**config.mk**
```make
export PLATFORM = sky130hd
export DESIGN_NAME = ipv4_longest_prefix_forwarder_core
export DESIGN_NICKNAME = d
export VERILOG_FILES = /design/src/hdl/ipv4lpf_pkg.sv /design/src/hdl/ipv4lpf_ctrl.sv /design/src/hdl/ipv4lpf_dpath.sv /design/src/hdl/ipv4_longest_prefix_forwarder_core.sv
export SDC_FILE = /design/constraint.sdc
export NUM_CORES = 2
export LEC_CHECK = 0
export ABC_CLOCK_PERIOD_IN_PS = 10600
export BUFFER_PORTS_ARGS = -buffer_cell sky130_fd_sc_hd__buf_2
export CORE_MARGIN = 2
export CORE_UTILIZATION = 45
export CTS_CLUSTER_SIZE = 40
export DETAILED_ROUTE_END_ITERATION = 12
export GPL_TIMING_DRIVEN = 0
export PLACE_DENSITY = 0.65
export SLEW_MARGIN = 20
export SYNTH_ARGS = -nofsm -noshare
export SYNTH_HDL_FRONTEND = slang
export SYNTH_MEMORY_MAX_BITS = 65536
export SYNTH_SLANG_ARGS = --single-unit
```
**constraint.sdc**
```tcl
create_clock -name clk_i -period 10.6 [get_ports clk_i]
set_input_delay 1.59 -clock clk_i [delete_from_list [all_inputs] [get_ports clk_i]]
set_output_delay 1.59 -clock clk_i [all_outputs]
set_load 0.01 [all_outputs]
```
**src/hdl/ipv4lpf_pkg.sv**
```systemverilog
// ----------------------------------------------------------------------------
// ipv4lpf_pkg
// Shared types and constants of the IPv4 longest-prefix forwarder.
// ----------------------------------------------------------------------------
`default_nettype none

package ipv4lpf_pkg;

  localparam int TABLE_DEPTH = 64;
  localparam int IDX_W       = (TABLE_DEPTH > 1) ? $clog2(TABLE_DEPTH) : 1;
  localparam int CNT_W       = $clog2(TABLE_DEPTH + 1);

  localparam int ADDR_W = 32;
  localparam int LEN_W  = 6;
  localparam int TTL_W  = 8;
  localparam int CKS_W  = 16;

  localparam logic [LEN_W-1:0] MAX_LEN = LEN_W'(ADDR_W);

  typedef enum logic [1:0] {
    OP_ADD   = 2'd0,
    OP_CLEAR = 2'd1,
    OP_FWD   = 2'd2
  } opcode_e;

  typedef enum logic [2:0] {
    V_FORWARD     = 3'd0,
    V_LOCAL       = 3'd1,
    V_TTL_EXPIRED = 3'd2,
    V_NO_ROUTE    = 3'd3,
    V_ADDED       = 3'd4,
    V_TABLE_FULL  = 3'd5,
    V_CLEARED     = 3'd6
  } verdict_e;

  typedef struct packed {
    logic [1:0]        opcode;
    logic [ADDR_W-1:0] route_prefix;
    logic [LEN_W-1:0]  route_length;
    logic [ADDR_W-1:0] route_next_hop;
    logic [ADDR_W-1:0] packet_destination;
    logic [TTL_W-1:0]  packet_ttl;
    logic [CKS_W-1:0]  packet_checksum;
  } req_t;

  typedef struct packed {
    logic [2:0]        verdict;
    logic [ADDR_W-1:0] chosen_next_hop;
    logic [TTL_W-1:0]  updated_ttl;
    logic [CKS_W-1:0]  updated_checksum;
  } res_t;

  // route table entry
  typedef struct packed {
    logic [ADDR_W-1:0] prefix;
    logic [LEN_W-1:0]  length;
    logic [ADDR_W-1:0] hop;
  } entry_t;

  // controller -> datapath
  typedef struct packed {
    logic     load;
    logic     add;
    logic     clear;
    logic     scan_init;
    logic     scan_issue;
    logic     set_verdict;
    verdict_e verdict;
  } cmd_t;

  // datapath -> controller
  typedef struct packed {
    logic [1:0] opcode;
    logic       ttl_zero;
    logic       is_local;
    logic       table_full;
    logic       count_zero;
    logic       last_issue;
  } status_t;

endpackage

`default_nettype wire

```
**src/hdl/ipv4lpf_ctrl.sv**
```systemverilog
// ----------------------------------------------------------------------------
// ipv4lpf_ctrl
// Sequencer: decodes the word, steps the route scan, strobes the result.
// ----------------------------------------------------------------------------
`default_nettype none

module ipv4lpf_ctrl
  import ipv4lpf_pkg::*;
(
  input  wire logic    clk_i,
  input  wire logic    rst_ni,
  input  wire logic    start_i,
  input  wire status_t status_i,
  output cmd_t         cmd_o,
  output logic         busy_o,
  output logic         done_o
);

  typedef enum logic [2:0] {
    ST_IDLE,
    ST_CHECK,
    ST_SCAN,
    ST_DRAIN,
    ST_REPLY
  } state_e;

  state_e state_q, state_d;
  logic   busy_q, busy_d;
  logic   done_q, done_d;
  logic   accept;

  assign accept = start_i && !busy_q;

  always_comb begin
    cmd_o   = '0;
    cmd_o.verdict = V_NO_ROUTE;
    state_d = state_q;
    case (state_q)
      ST_IDLE: begin
        if (accept) begin
          cmd_o.load = 1'b1;
          state_d    = ST_CHECK;
        end
      end
      ST_CHECK: begin
        state_d = ST_REPLY;
        case (status_i.opcode)
          OP_ADD: begin
            cmd_o.set_verdict = 1'b1;
            cmd_o.verdict     = status_i.table_full ? V_TABLE_FULL : V_ADDED;
            cmd_o.add         = !status_i.table_full;
          end
          OP_CLEAR: begin
            cmd_o.set_verdict = 1'b1;
            cmd_o.verdict     = V_CLEARED;
            cmd_o.clear       = 1'b1;
          end
          OP_FWD: begin
            if (status_i.ttl_zero) begin
              cmd_o.set_verdict = 1'b1;
              cmd_o.verdict     = V_TTL_EXPIRED;
            end else if (status_i.is_local) begin
              cmd_o.set_verdict = 1'b1;
              cmd_o.verdict     = V_LOCAL;
            end else if (!status_i.count_zero) begin
              cmd_o.scan_init = 1'b1;
              state_d         = ST_SCAN;
            end
          end
          default: begin
            // unused opcode: hold the no-route verdict set on load
          end
        endcase
      end
      ST_SCAN: begin
        cmd_o.scan_issue = 1'b1;
        if (status_i.last_issue) begin
          state_d = ST_DRAIN;
        end
      end
      ST_DRAIN: begin
        // last entry read is compared in this cycle
        state_d = ST_REPLY;
      end
      ST_REPLY: begin
        state_d = ST_IDLE;
      end
      default: begin
        state_d = ST_IDLE;
      end
    endcase
  end

  assign busy_d = (state_d != ST_IDLE);
  assign done_d = (state_d == ST_REPLY);

  always_ff @(posedge clk_i or negedge rst_ni) begin
    if (!rst_ni) begin
      state_q <= ST_IDLE;
      busy_q  <= 1'b0;
      done_q  <= 1'b0;
    end else begin
      state_q <= state_d;
      busy_q  <= busy_d;
      done_q  <= done_d;
    end
  end

  assign busy_o = busy_q;
  assign done_o = done_q;

  a_done_single : assert property (@(posedge clk_i) disable iff (!rst_ni)
    done_q |=> !done_q)
    else $error("result strobe longer than one cycle");

  a_accept_busy : assert property (@(posedge clk_i) disable iff (!rst_ni)
    accept |=> busy_q && !done_q)
    else $error("accepted word did not raise busy");

  a_done_in_busy : assert property (@(posedge clk_i) disable iff (!rst_ni)
    done_q |-> busy_q && (state_q == ST_REPLY))
    else $error("result strobe outside reply");

  a_scan_forward : assert property (@(posedge clk_i) disable iff (!rst_ni)
    (state_q == ST_SCAN) |-> (status_i.opcode == OP_FWD) && !status_i.count_zero)
    else $error("scan entered for a word that is not a forward");

endmodule

`default_nettype wire

```
**src/hdl/ipv4lpf_dpath.sv**
```systemverilog
// ----------------------------------------------------------------------------
// ipv4lpf_dpath
// Route table memory, scan compare, local address register and result fields.
// ----------------------------------------------------------------------------
`default_nettype none

module ipv4lpf_dpath
  import ipv4lpf_pkg::*;
(
  input  wire logic              clk_i,
  input  wire logic              rst_ni,
  input  wire req_t              req_i,
  input  wire cmd_t              cmd_i,
  input  wire logic              cfg_we_i,
  input  wire logic [ADDR_W-1:0] cfg_data_i,
  output status_t                status_o,
  output res_t                   res_o
);

  entry_t            mem [TABLE_DEPTH];
  entry_t            rd_q;
  entry_t            new_entry;
  req_t              req_q;
  logic [ADDR_W-1:0] local_q;
  logic [CNT_W-1:0]  count_q;
  logic [CNT_W-1:0]  idx_q;
  logic              rd_valid_q;
  logic [LEN_W-1:0]  best_q;
  logic [ADDR_W-1:0] hop_q;
  verdict_e          verdict_q;

  logic [ADDR_W-1:0] mask;
  logic              hit;
  logic              fwd;
  logic [CKS_W:0]    cks_s0;
  logic [CKS_W:0]    cks_s1;
  logic [CKS_W:0]    cks_s2;

  assign new_entry.prefix = req_q.route_prefix;
  assign new_entry.length = (req_q.route_length > MAX_LEN) ? MAX_LEN : req_q.route_length;
  assign new_entry.hop    = req_q.route_next_hop;

  // write one entry on add, read one entry per scan cycle
  always_ff @(posedge clk_i) begin
    if (cmd_i.add) begin
      mem[count_q[IDX_W-1:0]] <= new_entry;
    end
    rd_q <= mem[idx_q[IDX_W-1:0]];
  end

  always_ff @(posedge clk_i) begin
    if (cmd_i.load) begin
      req_q <= req_i;
    end
  end

  always_ff @(posedge clk_i or negedge rst_ni) begin
    if (!rst_ni) begin
      local_q <= '0;
    end else if (cfg_we_i) begin
      local_q <= cfg_data_i;
    end
  end

  always_ff @(posedge clk_i or negedge rst_ni) begin
    if (!rst_ni) begin
      count_q    <= '0;
      idx_q      <= '0;
      rd_valid_q <= 1'b0;
    end else begin
      if (cmd_i.clear) begin
        count_q <= '0;
      end else if (cmd_i.add) begin
        count_q <= count_q + CNT_W'(1);
      end
      if (cmd_i.scan_init) begin
        idx_q <= '0;
      end else if (cmd_i.scan_issue) begin
        idx_q <= idx_q + CNT_W'(1);
      end
      rd_valid_q <= cmd_i.scan_issue;
    end
  end

  // length 0 gives an empty mask, length 32 a full one
  assign mask = ~({ADDR_W{1'b1}} >> rd_q.length);
  assign hit  = rd_valid_q && (rd_q.length > best_q) &&
                (((rd_q.prefix ^ req_q.packet_destination) & mask) == '0);

  always_ff @(posedge clk_i) begin
    if (cmd_i.load) begin
      best_q    <= '0;
      hop_q     <= '0;
      verdict_q <= V_NO_ROUTE;
    end else if (cmd_i.set_verdict) begin
      verdict_q <= cmd_i.verdict;
    end else if (hit) begin
      best_q    <= rd_q.length;
      hop_q     <= rd_q.hop;
      verdict_q <= V_FORWARD;
    end
  end

  assign status_o.opcode     = req_q.opcode;
  assign status_o.ttl_zero   = (req_q.packet_ttl == '0);
  assign status_o.is_local   = (req_q.packet_destination == local_q);
  assign status_o.table_full = (count_q == CNT_W'(TABLE_DEPTH));
  assign status_o.count_zero = (count_q == '0);
  assign status_o.last_issue = (idx_q == (count_q - CNT_W'(1)));

  // incremental checksum for a TTL drop of one: add 0xFEFF to ~hc, fold twice
  assign fwd    = (verdict_q == V_FORWARD);
  assign cks_s0 = {1'b0, ~req_q.packet_checksum} + (CKS_W+1)'(16'hFEFF);
  assign cks_s1 = {1'b0, cks_s0[CKS_W-1:0]} + (CKS_W+1)'(cks_s0[CKS_W]);
  assign cks_s2 = {1'b0, cks_s1[CKS_W-1:0]} + (CKS_W+1)'(cks_s1[CKS_W]);

  assign res_o.verdict          = verdict_q;
  assign res_o.chosen_next_hop  = fwd ? hop_q : '0;
  assign res_o.updated_ttl      = fwd ? (req_q.packet_ttl - TTL_W'(1)) : req_q.packet_ttl;
  assign res_o.updated_checksum = fwd ? ~cks_s2[CKS_W-1:0] : req_q.packet_checksum;

  a_count_range : assert property (@(posedge clk_i) disable iff (!rst_ni)
    count_q <= CNT_W'(TABLE_DEPTH))
    else $error("entry count beyond table depth");

  a_scan_bound : assert property (@(posedge clk_i) disable iff (!rst_ni)
    cmd_i.scan_issue |-> idx_q < count_q)
    else $error("scan read beyond filled entries");

  a_hit_fwd : assert property (@(posedge clk_i) disable iff (!rst_ni)
    (hit && !cmd_i.load && !cmd_i.set_verdict) |=> verdict_q == V_FORWARD && best_q != '0)
    else $error("match did not record a forward");

endmodule

`default_nettype wire

```
**src/hdl/ipv4_longest_prefix_forwarder_core.sv**
```systemverilog
// ----------------------------------------------------------------------------
// ipv4_longest_prefix_forwarder_core
// IPv4 route table with longest-prefix lookup and TTL/checksum update.
// ----------------------------------------------------------------------------
// Usage:
//   Command word on req_i is taken at a clock edge with start_i high and
//   busy_o low. Opcodes: add route, clear table, forward header.
//   One result word per command appears on res_o, marked by done_o for
//   exactly one cycle; the receiver must take it then, it cannot stall.
//   busy_o rises at the accepting edge and stays high up to and including
//   the done_o cycle, so the next command may follow in the cycle after.
//   Local address: written through cfg_valid_i/cfg_data_i, cfg_ready_o is
//   always high; write it only while busy_o is low.
//   Sequence: add, clear, unused opcode, TTL expired, local delivery and
//   empty table go from the check state straight to the reply; a forward
//   over N stored routes scans them, one memory read per route through a
//   single read port plus a registered compare, then drains the last
//   compare before the reply.
//   Reset clears the entry count and the local address; the route memory
//   holds no reset and needs no clearing pass.
// ----------------------------------------------------------------------------
`default_nettype none

module ipv4_longest_prefix_forwarder_core
  import ipv4lpf_pkg::*;
(
  input  wire logic              clk_i,
  input  wire logic              rst_ni,
  input  wire logic              start_i,
  input  wire req_t              req_i,
  output logic                   busy_o,
  output logic                   done_o,
  output res_t                   res_o,
  input  wire logic              cfg_valid_i,
  output logic                   cfg_ready_o,
  input  wire logic [ADDR_W-1:0] cfg_data_i
);

  cmd_t    cmd;
  status_t status;

  assign cfg_ready_o = 1'b1;

  ipv4lpf_ctrl u_ctrl (
    .clk_i    (clk_i),
    .rst_ni   (rst_ni),
    .start_i  (start_i),
    .status_i (status),
    .cmd_o    (cmd),
    .busy_o   (busy_o),
    .done_o   (done_o)
  );

  ipv4lpf_dpath u_dpath (
    .clk_i      (clk_i),
    .rst_ni     (rst_ni),
    .req_i      (req_i),
    .cmd_i      (cmd),
    .cfg_we_i   (cfg_valid_i && cfg_ready_o),
    .cfg_data_i (cfg_data_i),
    .status_o   (status),
    .res_o      (res_o)
  );

endmodule

`default_nettype wire

```
==> summary.md <==
| Metric | Value |
|---|---|
| First-pass GRT wire length | 670000 µm |
| FF-to-FF Start | u_dpath.count_q[3]$_DFFE_PN0P_ |
| Post-synth EDFFs | 4608 |
| Cts repair resizes | 0 |
| Critical Path RT | 9010 ps |
| Synth warnings | 0 |
| Overall power | 51.2 mW |
| Final worst slack | 1850 ps |
| Slew at the pin closest to its max-slew limit | 1180 ps |
| Maximum fanout along the worst path | 11 |
| Core box area | 0.400 mm² |
| Post-route core utilization | 53.4% |
| CP arrival | 7160 ps |
| CTS root buffer | clkbuf_16 |
| Worst r2r dst | u_dpath.mem[15][1]$_DFFE_PP_ |
| Per-cell routed wire length | 34.1 µm |
| PortBufs | 223 |
| Largest net degree at the start of global routing | 53 |
| Critical Path End Type | output pin |
| Sequential power share | 44.6% |
| Worst reg2reg path depth | 13 |
| Share of the synthesized area in the top cell type | 76.4% |
| Pwr per Cell Area | 239 mW/mm² |
| Crit Path Category | flip-flop to output pin |
| Clock power share | 31.4% |
| Clock skew | 46.8 ps |
| Final nets | 8634 |
| # IOs | 226 |
| Grt ovf | 0 |
| CTS tree | done |
| Clk slew on worst S/H paths | 60 ps |
| Placer Congestion | 0.879 |
| Detailed-router iteration count before antenna repair | 7 |
| Dpl hpwl | 333000 µm |
| Period utilization | 82.5% |
| Layout cells sized above 1 | 34.0% |
| Vias in the first global route | 86400 |
| DR DRC count | 0 |
| Hold buffers post-CTS | 0 |
| CTS Buf Count | 452 |
| Routed WL | 483000 µm |
| Initial drt markers | 12100 |
| Status | completed |
| Synth Flop Type | edfxtp_1 |
| Hold_ws | 474 ps |
| WHS Endpoint | u_dpath.hop_q[22]$_SDFFE_PP0P_ |
| Max clock buf depth | 4 |
| Setup violators final | 0 |
| # fillers | 29400 |
| Initial core utilization | 45.3% |
| Max-Cap Viols | 0 |
| Min Tclk post-route | 8750 ps |
| Placed cells | 13300 |
| Die height | 638 µm |
| Worst skew pair latency | 1000 ps |
| Hold Vio Cnt, Final | 0 |
| Achievable Freq | 114 MHz |
| Sequential share of the synthesized area | 78.3% |
| Switching pwr | 14.4 mW |
| Pre-CTS setup slack | 3070 ps |
| Via Count | 86300 |
| Max VDD drop | 164 µV |
| Routed Antenna Nets | 0 |
| Number of vias per cell | 6.09 |
| Combinational share of power | 23.9% |
| Cell variety after synth | 69 |
| Seq cells post-synth | 4771 |
| Reg2Reg Setup Slack | 4900 ps |
| P&R area growth vs syn | 18.0% |
| Hold path depth | 2 |
| Clock sink count | 4771 |
| Net Sw Frac | 28.1% |
| # Post-CTS Setup Buffers | 0 |
| Die X | 638 µm |
| Die ar. | 0.408 mm² |
| Top-count cell post-synth | edfxtp_1 |
| HP Start | u_dpath.rd_q[22]$_DFF_P_ |
| Syn Area/Cell | 24.7 µm² |
| Fraction of registers with async set/reset | 1.09% |
| Synth area leader | edfxtp_1 |
| Commonest cells in the netlist | 4608 x edfxtp_1, 1470 x mux4_2, 295 x clkbuf_1, 159 x nor2_1, 111 x dfxtp_1 |
| Max transition margin | 21.6% |
| Level count of the clock H-tree | 5 |
| GR Util All Layers | 23.5% |
| Final max-slew violation count | 0 |
| Min-delay worst type | flip-flop to flip-flop |
| Worst setup SP type | flip-flop |
| Leakage power | 65.8 nW |
| Area contributors post-synth | edfxtp_1 76%, mux4_2 18%, dfxtp_1 1.2% |
| Syn Nets | 7509 |
| Initial antenna violation count | 59 |
| Rows | 232 |
| RSZ-0062 raised after global routing | false |
| Mapped Cells | 7329 |
| Internal power component | 36.8 mW |
| Layout Cells excl Fill | 14200 |
| Synthesized area | 0.181 mm² |
## worst max-delay path, stage by stage, from the launching register on
cell and delay, ps:
edfxtp_1 560, ha_1 290, buf_6 140, and4_1 140, buf_2 170, a21oi_1 330
nor2_1 130, and2_1 180, nand3_1 110, ha_1 210, ha_1 160, clkbuf_1 270
o211ai_1 320, nor3_1 430, and3_1 260, ha_1 180, nand3_1 130, nor3_1 450
nor3b_1 530, nor3b_1 570, a31oi_1 110, a31oi_1 290, buf_2 190
## layout by cell type, fill, tap and decap left out, types with 10 or more instances in the layout
cell type	netlist	routed
a21oi_1	25	25
and2_1	40	40
buf_1	75	57
buf_12	0	186
buf_16	0	142
buf_2	6	236
buf_8	0	115
bufinv_16	0	41
clkbuf_1	295	328
clkbuf_16	0	457
clkbuf_2	0	67
clkbuf_8	0	26
clkinv_1	0	92
clkinv_2	0	86
clkinvlp_4	0	16
dfrtp_1	52	52
dfxtp_1	111	111
diode_2	0	61
edfxtp_1	4608	4608
ha_1	16	16
inv_1	18	18
inv_6	0	10
mux2_2	33	33
mux2i_1	42	42
mux4_2	1470	1470
nand2_1	44	44
nand3_1	25	25
nand4_1	17	17
nor2_1	159	94
nor2_4	0	64
nor3_1	18	17
nor4_1	10	10
o21ai_0	16	16
xnor2_1	82	82
xor2_1	40	40
## stage by stage
step | TNS (ps) | area, µm²
5_1_grt | 0 | 214000
3_3_place_gp | -264500 | 189000
4_1_cts | 0 | 214000
2_1_floorplan | 0 | 181000
6_report | 0 | 214000
3_5_place_dp | 0 | 199000
## power groups by stage
| stage | combinational [mW] | clock, mW | sequential, mW |
|---|---|---|---|
| after floorplan | 6.93 | 0 | 23.5 |
| after global placement | 10.4 | 0 | 24.2 |
| after detailed placement | 12.3 | 0 | 23.2 |
| after CTS | 12.3 | 16.3 | 22.8 |
| after global routing | 12.8 | 17.0 | 22.9 |
| final | 12.3 | 16.1 | 22.8 |
## registers in the layout, indices dropped and copies added, names as in the netlist
| signal | count |
|---|---|
| u_dpath.mem | 4480 |
| u_dpath.rd_q | 70 |
| u_dpath.new_entry | 64 |
| u_dpath.req_q | 62 |
| u_dpath.hop_q | 32 |
| u_dpath.local_q | 32 |
| u_dpath.count_q | 7 |
| u_dpath.idx_q | 7 |
| u_dpath.best_q | 6 |
| u_ctrl.state_q | 3 |
| u_dpath.verdict_q | 3 |
| u_dpath.status_o | 2 |
| u_ctrl.busy_o | 1 |
| u_ctrl.done_o | 1 |
| u_dpath.rd_valid_q | 1 |
## per-layer routing
| layer | up-vias | routed length [µm] | GRT usage [%] |
|---|---|---|---|
| li1 | 34100 | - | - |
| met1 | 46600 | 183000 | 31.7 |
| met2 | 4726 | 235000 | 38.1 |
| met3 | 852 | 46400 | 5.08 |
| met4 | 26 | 17900 | 7.85 |
| met5 | - | 171 | 0 |
## cell families (layout without fill, tap and decap cells)
family                     count (synthesis)  count (layout)  synth area share, %
AOI/OAI and AO/OA                        101             101                0.375
xor gates and xnor gates                 122             122                0.590
adders and majority gates                 17              17                0.116
buffers and inverters                    402            1919                0.860
DFF                                     4771            4771                 78.3
muxes                                   1546            1546                 18.7
other                                      1              62              0.00207
and+or+nand+nor                          369             369                0.995
## final cells by class
| class | count | area, µm² | area share, % |
|---|---|---|---|
| Sequential cell | 4771 | 142000 | 66.4 |
| Antenna cell | 61 | 153 | 0.0714 |
| Multi-Input combinational cell | 2156 | 38200 | 17.9 |
| Inverter | 18 | 67.6 | 0.0316 |
| Timing Repair Buffer | 671 | 10500 | 4.93 |
| Clock inverter | 265 | 2550 | 1.20 |
| Clock buffer | 581 | 12200 | 5.69 |
| Buffer | 384 | 1610 | 0.755 |
| Tap cell | 5265 | 6590 | 3.08 |
## worst max path at each step
stage                     slack, ps  cells after the start                       start                               to
after global routing           1540                     22  u_dpath.req_q[0]$_DFFE_PP_                        res_o[14]
after CTS                      1970                     22  u_dpath.req_q[0]$_DFFE_PP_                        res_o[10]
after floorplan                4350                     21  u_dpath.req_q[0]$_DFFE_PP_                        res_o[15]
after detailed placement       3070                     22  u_dpath.req_q[0]$_DFFE_PP_                        res_o[10]
after global placement        -1500                      4                     start_i  u_dpath.new_entry[56]$_DFFE_PP_
final                          1850                     22  u_dpath.req_q[0]$_DFFE_PP_                        res_o[10]
Note: power is estimated with default switching activity, not from simulation.
